===== src/hdl/hsv_pkg.sv =====
// ----------------------------------------------------------------------------
// HSV to RGB package
// Shared widths, constants, sector codes and the stage-two word type.
// ----------------------------------------------------------------------------
`default_nettype none

package hsv_pkg;

  // Input and output field widths
  localparam int unsigned HueW   = 9;
  localparam int unsigned PctW   = 7;
  localparam int unsigned ChanW  = 8;
  localparam int unsigned KW     = 6;
  // 6000 - c*s fits below 2^13
  localparam int unsigned TermW  = 13;
  // v * term stays at or below 600000
  localparam int unsigned ProdW  = 20;
  // 17 * v * term stays below 2^24
  localparam int unsigned ScaleW = 24;
  // (17 * v * term) / 64 stays below 2^18
  localparam int unsigned QuotW  = 18;
  localparam int unsigned RecipW = 15;

  localparam int unsigned InDataW  = 24;
  localparam int unsigned OutDataW = 24;

  localparam logic [HueW-1:0]   HueWrap    = 9'd360;
  localparam logic [KW-1:0]     SectorSpan = 6'd60;
  localparam logic [PctW-1:0]   PctMax     = 7'd100;
  localparam logic [TermW-1:0]  FullTerm   = 13'd6000;
  // 255 / 600000 = 17 / (64 * 625)
  localparam logic [4:0]        ScaleMul   = 5'd17;
  localparam int unsigned       ScaleShift = 6;
  localparam logic [9:0]        Divisor    = 10'd625;
  // floor(2^24 / 625): estimate never exceeds the true quotient
  localparam logic [RecipW-1:0] Recip      = 15'd26843;
  localparam int unsigned       RecipShift = 24;

  // Hue sector, 60 degrees each
  typedef enum logic [2:0] {
    SEC_RY = 3'd0,
    SEC_YG = 3'd1,
    SEC_GC = 3'd2,
    SEC_CB = 3'd3,
    SEC_BM = 3'd4,
    SEC_MR = 3'd5
  } sector_e;

  typedef logic [TermW-1:0] term_t;

  // Stage-two word from the front end
  typedef struct packed {
    sector_e           sector;
    logic [PctW-1:0]   value;
    term_t             term_p;
    term_t             term_q;
    term_t             term_rise;
  } front_t;

  // Hue at the start of a sector
  function automatic logic [HueW-1:0] sector_base(input sector_e sec);
    logic [HueW-1:0] base;
    case (sec)
      SEC_RY:  base = 9'd0;
      SEC_YG:  base = 9'd60;
      SEC_GC:  base = 9'd120;
      SEC_CB:  base = 9'd180;
      SEC_BM:  base = 9'd240;
      SEC_MR:  base = 9'd300;
      default: base = 9'd0;
    endcase
    return base;
  endfunction

endpackage

`default_nettype wire


===== src/hdl/hsv_front.sv =====
// ----------------------------------------------------------------------------
// HSV front end
// Stage 1 wraps hue, finds sector and offset, clamps percents.
// Stage 2 forms the three terms 6000 - c*s for p, q and t.
// ----------------------------------------------------------------------------
`default_nettype none

module hsv_front
  import hsv_pkg::*;
(
  input  wire logic            clk_i,
  input  wire logic            en_i,
  input  wire logic [HueW-1:0] hue_i,
  input  wire logic [PctW-1:0] saturation_i,
  input  wire logic [PctW-1:0] brightness_i,
  output front_t               front_o
);

  logic [HueW-1:0] hue_wrap;
  sector_e         sector_d, sector_q;
  logic [HueW-1:0] offset_full;
  logic [KW-1:0]   k_d, k_q;
  logic [PctW-1:0] sat_d, sat_q;
  logic [PctW-1:0] val_d, val_q;
  logic [KW-1:0]   k_rest;
  term_t           mul_p, mul_q, mul_t;
  front_t          front_d, front_q;

  // Wrap hue once and pick the sector
  always_comb begin
    hue_wrap = (hue_i >= HueWrap) ? hue_i - HueWrap : hue_i;
    if (hue_wrap >= 9'd300) begin
      sector_d = SEC_MR;
    end else if (hue_wrap >= 9'd240) begin
      sector_d = SEC_BM;
    end else if (hue_wrap >= 9'd180) begin
      sector_d = SEC_CB;
    end else if (hue_wrap >= 9'd120) begin
      sector_d = SEC_GC;
    end else if (hue_wrap >= 9'd60) begin
      sector_d = SEC_YG;
    end else begin
      sector_d = SEC_RY;
    end
    offset_full = hue_wrap - sector_base(sector_d);
    k_d   = offset_full[KW-1:0];
    sat_d = (saturation_i > PctMax) ? PctMax : saturation_i;
    val_d = (brightness_i > PctMax) ? PctMax : brightness_i;
  end

  // Stage 1 register
  always_ff @(posedge clk_i) begin
    if (en_i) begin
      sector_q <= sector_d;
      k_q      <= k_d;
      sat_q    <= sat_d;
      val_q    <= val_d;
    end
  end

  // Scale saturation by 60, k and 60 - k
  always_comb begin
    k_rest = SectorSpan - k_q;
    mul_p  = TermW'(SectorSpan) * TermW'(sat_q);
    mul_q  = TermW'(k_q) * TermW'(sat_q);
    mul_t  = TermW'(k_rest) * TermW'(sat_q);
    front_d.sector    = sector_q;
    front_d.value     = val_q;
    front_d.term_p    = FullTerm - mul_p;
    front_d.term_q    = FullTerm - mul_q;
    front_d.term_rise = FullTerm - mul_t;
  end

  // Stage 2 register
  always_ff @(posedge clk_i) begin
    if (en_i) begin
      front_q <= front_d;
    end
  end

  assign front_o = front_q;

endmodule

`default_nettype wire


===== src/hdl/hsv_level.sv =====
// ----------------------------------------------------------------------------
// HSV channel level lane
// floor(17 * v * term / 40000) over three register stages, with the
// final one-step quotient correction left combinational for the output stage.
// ----------------------------------------------------------------------------
`default_nettype none

module hsv_level
  import hsv_pkg::*;
(
  input  wire logic             clk_i,
  input  wire logic             en_i,
  input  wire logic [PctW-1:0]  value_i,
  input  wire term_t            term_i,
  output logic [ChanW-1:0]      level_o
);

  localparam int unsigned EstW = QuotW + RecipW;

  logic [ProdW-1:0]  prod_d, prod_q;
  logic [ScaleW-1:0] scaled;
  logic [QuotW-1:0]  quot_d, quot_q;
  logic [EstW-1:0]   recip_prod;
  logic [ChanW:0]    est_d, est_q;
  logic [QuotW-1:0]  rem_q;
  logic [QuotW-1:0]  back_prod;
  logic [QuotW-1:0]  rem_diff;
  logic [ChanW:0]    level_full;

  // Stage 3: v * term
  assign prod_d = ProdW'(value_i) * ProdW'(term_i);

  // Stage 4: times 17, drop the factor 64
  always_comb begin
    scaled = (ScaleW'(prod_q) << 4) + ScaleW'(prod_q);
    quot_d = scaled[ScaleW-1:ScaleShift];
  end

  // Stage 5: reciprocal estimate of the quotient by 625
  always_comb begin
    recip_prod = EstW'(quot_q) * EstW'(Recip);
    est_d      = recip_prod[EstW-1:RecipShift];
  end

  always_ff @(posedge clk_i) begin
    if (en_i) begin
      prod_q <= prod_d;
      quot_q <= quot_d;
      est_q  <= est_d;
      rem_q  <= quot_q;
    end
  end

  // Estimate is low by at most one: bump when the remainder overflows
  always_comb begin
    back_prod  = QuotW'(est_q) * QuotW'(Divisor);
    rem_diff   = rem_q - back_prod;
    level_full = (rem_diff >= QuotW'(Divisor)) ? est_q + 1'b1 : est_q;
    level_o    = level_full[ChanW-1:0];
  end

endmodule

`default_nettype wire


===== src/hdl/hsv_to_rgb_converter.sv =====
// ----------------------------------------------------------------------------
// HSV to RGB converter
// Path: an accepted word crosses the front end, the level lanes and the output word register.
// Throughput: one word per cycle; the whole pipeline holds while the output
// word waits, so a stall costs no data.
// Reset: rst_ni clears all valid bits asynchronously; data registers keep.
// ----------------------------------------------------------------------------
`default_nettype none

module hsv_to_rgb_converter
  import hsv_pkg::*;
(
  input  wire logic                clk_i,
  input  wire logic                rst_ni,
  input  wire logic                s_axis_tvalid,
  output logic                     s_axis_tready,
  // hue[8:0], saturation[15:9], brightness[22:16], zero[23]
  input  wire logic [InDataW-1:0]  s_axis_tdata,
  output logic                     m_axis_tvalid,
  input  wire logic                m_axis_tready,
  // red[7:0], green[15:8], blue[23:16]
  output logic [OutDataW-1:0]      m_axis_tdata
);

  localparam int unsigned Stages = 5;

  logic              adv;
  logic [Stages-1:0] vld_d, vld_q;
  logic              out_vld_d, out_vld_q;
  front_t            front;
  sector_e           sec3_q, sec4_q, sec5_q;
  logic [ChanW-1:0]  lvl_v, lvl_p, lvl_q, lvl_t;
  logic [ChanW-1:0]  red_d, green_d, blue_d;
  logic [ChanW-1:0]  red_q, green_q, blue_q;

  // Advance everything unless the output word is stuck
  assign adv           = !out_vld_q || m_axis_tready;
  assign s_axis_tready = adv;

  hsv_front u_front (
    .clk_i        (clk_i),
    .en_i         (adv),
    .hue_i        (s_axis_tdata[8:0]),
    .saturation_i (s_axis_tdata[15:9]),
    .brightness_i (s_axis_tdata[22:16]),
    .front_o      (front)
  );

  hsv_level u_lvl_v (
    .clk_i   (clk_i),
    .en_i    (adv),
    .value_i (front.value),
    .term_i  (FullTerm),
    .level_o (lvl_v)
  );

  hsv_level u_lvl_p (
    .clk_i   (clk_i),
    .en_i    (adv),
    .value_i (front.value),
    .term_i  (front.term_p),
    .level_o (lvl_p)
  );

  hsv_level u_lvl_q (
    .clk_i   (clk_i),
    .en_i    (adv),
    .value_i (front.value),
    .term_i  (front.term_q),
    .level_o (lvl_q)
  );

  hsv_level u_lvl_t (
    .clk_i   (clk_i),
    .en_i    (adv),
    .value_i (front.value),
    .term_i  (front.term_rise),
    .level_o (lvl_t)
  );

  // Carry the sector alongside the lanes
  always_ff @(posedge clk_i) begin
    if (adv) begin
      sec3_q <= front.sector;
      sec4_q <= sec3_q;
      sec5_q <= sec4_q;
    end
  end

  // Route levels to channels by sector
  always_comb begin
    case (sec5_q)
      SEC_RY: begin
        red_d = lvl_v; green_d = lvl_t; blue_d = lvl_p;
      end
      SEC_YG: begin
        red_d = lvl_q; green_d = lvl_v; blue_d = lvl_p;
      end
      SEC_GC: begin
        red_d = lvl_p; green_d = lvl_v; blue_d = lvl_t;
      end
      SEC_CB: begin
        red_d = lvl_p; green_d = lvl_q; blue_d = lvl_v;
      end
      SEC_BM: begin
        red_d = lvl_t; green_d = lvl_p; blue_d = lvl_v;
      end
      default: begin
        red_d = lvl_v; green_d = lvl_p; blue_d = lvl_q;
      end
    endcase
  end

  // Output word register
  always_ff @(posedge clk_i) begin
    if (adv) begin
      red_q   <= red_d;
      green_q <= green_d;
      blue_q  <= blue_d;
    end
  end

  // Shift valid bits with the data
  always_comb begin
    vld_d     = {vld_q[Stages-2:0], s_axis_tvalid};
    out_vld_d = vld_q[Stages-1];
  end

  always_ff @(posedge clk_i or negedge rst_ni) begin
    if (!rst_ni) begin
      vld_q     <= '0;
      out_vld_q <= 1'b0;
    end else if (adv) begin
      vld_q     <= vld_d;
      out_vld_q <= out_vld_d;
    end
  end

  assign m_axis_tvalid = out_vld_q;
  assign m_axis_tdata  = {blue_q, green_q, red_q};

`ifndef ASSERT_OFF
  // p and q/t levels never exceed the full level and never undercut p
  assert property (@(posedge clk_i) disable iff (!rst_ni)
    vld_q[Stages-1] |-> (lvl_p <= lvl_q && lvl_p <= lvl_t &&
                         lvl_q <= lvl_v && lvl_t <= lvl_v))
    else $error("channel levels out of order");

  // An accepted word enters the first stage
  assert property (@(posedge clk_i) disable iff (!rst_ni)
    (s_axis_tvalid && s_axis_tready) |=> vld_q[0])
    else $error("accepted word lost at entry");

  // A stall freezes every valid bit
  assert property (@(posedge clk_i) disable iff (!rst_ni)
    !adv |=> ($stable(vld_q) && $stable(out_vld_q)))
    else $error("pipeline moved during stall");
`endif

endmodule

`default_nettype wire


===== config.mk =====
export PLATFORM = sky130hd
export DESIGN_NAME = hsv_to_rgb_converter
export DESIGN_NICKNAME = d
export VERILOG_FILES = /design/src/hdl/hsv_pkg.sv /design/src/hdl/hsv_front.sv /design/src/hdl/hsv_level.sv /design/src/hdl/hsv_to_rgb_converter.sv
export SDC_FILE = /design/constraint.sdc
export NUM_CORES = 2
export LEC_CHECK = 0
export BUFFER_PORTS_ARGS = -buffer_cell sky130_fd_sc_hd__buf_2
export CAP_MARGIN = 20
export CORE_MARGIN = 1.5
export CORE_UTILIZATION = 65
export DETAILED_ROUTE_END_ITERATION = 8
export PLACE_DENSITY = 0.85
export SYNTH_ARGS = -nofsm -noshare
export SYNTH_HDL_FRONTEND = slang
export SYNTH_SLANG_ARGS = --single-unit

===== constraint.sdc =====
create_clock -name clk_i -period 50.7 [get_ports clk_i]
set_clock_uncertainty 0.15 [all_clocks]
set_input_delay 10.14 -clock clk_i [delete_from_list [all_inputs] [get_ports clk_i]]
set_output_delay 10.14 -clock clk_i [all_outputs]
set_load 0.05 [all_outputs]

==> metrics.cfg <==
[outcome]
status=completed

[placed_design]
io_buffers=52
dp_hpwl_mm=93.8
finalWeightedCongestion=0.973

[timing]
fmax_ghz=0.0467
fin_crit_ns=21.42
finalCritPeriodShare=0.423
slew_headroom=0.278
setup_tns_ns=0
grt_setup_unrepaired=false
finalHoldViolCount=0
drv_slew=0
tightest_slew_ns=1.07
setup_violations=0

[clock_tree]
cts_made_buffers=45
cts_resized=0
clk_latency_ns=0.62
cts_max_path_buffers=3
cts_root_buffer=clkbuf_16
clock-sinks=361
cts_setup_buffers=0
htree_levels=2
cts.clk_slew.worst_paths_ns=0.06
cts_tree=yes
hold_buffers=0

[routing]
wl_per_cell_um=16.9
drc=0
postRouteAntennaNets=0
highest-signal-layer=met4
first_pass_iters=5
via_per_inst=5.65
wl_mm=113
wl_met3_mm=6.79
drtIter0Drc=2070
met2WireLength_mm=56.0
via_count=37800
drt-met1-wl_mm=47.4

[floorplanning]
die_w_um=294
num_rows=106
pin_count=54
die_h_um=294
start_util=0.658
core_mm2=0.0838
die-area_mm2=0.0866

[setup_path]
path_cells=buf_2, nand2b_4, buf_2
r2r_slack_ns=43.49
crit_type=in2out
cpPeakStageDelay_ns=0.47
critical_path.top_delay_family=simple AND/OR/NAND/NOR gates
worstPathMaxFanout=39
endpoint_kind=output pin
cp-start-kind=input pin
critPathCapture=s_axis_tready
critPathBufInv=2
r2r_start=u_lvl_v.quot_q[3]
worst_path_max_delay_cell=nand2b_4
cp.depth=3
worst_path_most_repeated_cell=buf_2
r2r-end=u_lvl_v.est_q[8]
r2r_cells=20
startpoint=m_axis_tready
arrival_ns=11.13
critPathRequiredTime_ns=40.41

[yosys]
syn_area_mm2=0.0551
syn_inst=5463
syn_nets=7212
ys_types=88
yosys-top-cells-area=fa_1 (26%), ha_1 (23%), edfxtp_1 (19%)
synth_ff_type=edfxtp_1
synth_edf_count=355
synth_top_area_frac=0.262
syn_area_per_cell_um2=10.1
async_flop_share=0.0166
yosysWarnings=0
synth.largest_area_cell=fa_1
yosysSeqAreaShare=0.196
synth-seq-cells=361

[final_layout]
final_common_cell=inv_1
drive_above_1_share=0.0339
nFillCells=5992
diodes=0
fin_nets=7259
layout_common_cells=inv_1 (1318), ha_1 (999), fa_1 (722)
area_growth_pct=5.47

[global_routing]
antenna_found_initial=1
grt_overflow_total=0
grt_util_all_layers=0.271
grt_pass1_wl_mm=190
grt_max_degree=193
grt_pass1_vias=39900

[run]
cap_violations=0

[worst_hold_path]
hold_class=reg2reg

cell families after synthesis:
group,count (synthesis),share of synthesized area
buf+inv,1385,0.0943
mux,29,0.00560
fa+ha+maj,1722,0.489
compound gates,683,0.0831
simple gates,1014,0.0894
flops,361,0.196
xor+xnor,269,0.0427
state kept, by name, summed over array words and instances (netlist names), 5 cells and up:
name	flops
green_q	8
u_lvl_p.est_q	9
u_lvl_t.quot_q	18
u_lvl_t.est_q	9
u_front.front_o	46
u_lvl_p.prod_q	18
u_front.val_q	7
u_lvl_p.quot_q	18
u_lvl_q.quot_q	18
u_lvl_q.rem_q	18
u_lvl_q.est_q	9
u_front.k_q	6
u_lvl_v.est_q	9
red_q	8
blue_q	8
u_lvl_p.rem_q	18
u_front.sat_q	7
u_lvl_q.prod_q	19
u_lvl_v.rem_q	18
u_lvl_t.rem_q	18
u_lvl_v.quot_q	18
u_lvl_t.prod_q	20
u_lvl_v.prod_q	16
vld_q	5
final cells by class:
cell class / instances / area [um2] / area share
clock buffer: 50 / 1170 / 0.0200
multi-input combinational: 3717 / 39100 / 0.673
tap: 1134 / 1420 / 0.0244
timing repair buffer: 65 / 370 / 0.00637
sequential: 361 / 10800 / 0.186
clock inverter: 34 / 300 / 0.00516
inverter: 1320 / 4950 / 0.0852
synth_stat cells (71+ instances only):
cell type  instances
o21ai_0          104
a21o_1            72
nand2_1          349
and2_1           137
edfxtp_1         355
xnor2_1          198
ha_1             999
fa_1             722
nor2_1           205
a21oi_1          197
xor2_1            71
inv_1           1318
stage by stage:
step	std cells	hold slack (ns)	util	area, um2	setup WS [ns]
2_1_floorplan	5463	0.250	-	55100	20.04
3_3_place_gp	6596	0.251	0.676	56700	29.29
3_5_place_dp	6596	0.255	0.676	56700	29.27
4_1_cts	6680	0.268	0.694	58200	29.27
5_1_grt	6681	0.271	0.694	58200	29.22
6_report	6681	0.263	0.694	58200	29.28
worst min path at each step:
stage	slack [ns]	to	depth (start not counted)	from
5_1_grt	0.27	u_front.front_o[39]	0	u_front.val_q[0]
6_report	0.26	u_front.front_o[39]	0	u_front.val_q[0]
3_5_place_dp	0.25	u_front.front_o[42]	0	u_front.val_q[3]
3_3_place_gp	0.25	u_front.front_o[44]	0	u_front.val_q[5]
4_1_cts	0.27	u_front.front_o[42]	0	u_front.val_q[3]
2_1_floorplan	0.25	sec3_q[0]	0	u_front.front_o[46]
routing by layer:
| layer | GRT usage | up-vias |
|---|---|---|
| li1 | - | 17900 |
| met1 | 0.348 | 18600 |
| met2 | 0.474 | 1049 |
| met3 | 0.0406 | 208 |
| met4 | 0.0771 | 0 |
| met5 | 0 | - |
Power is not shown: default switching activity piles up to over one toggle a cycle in this logic, so the estimate is an artifact.
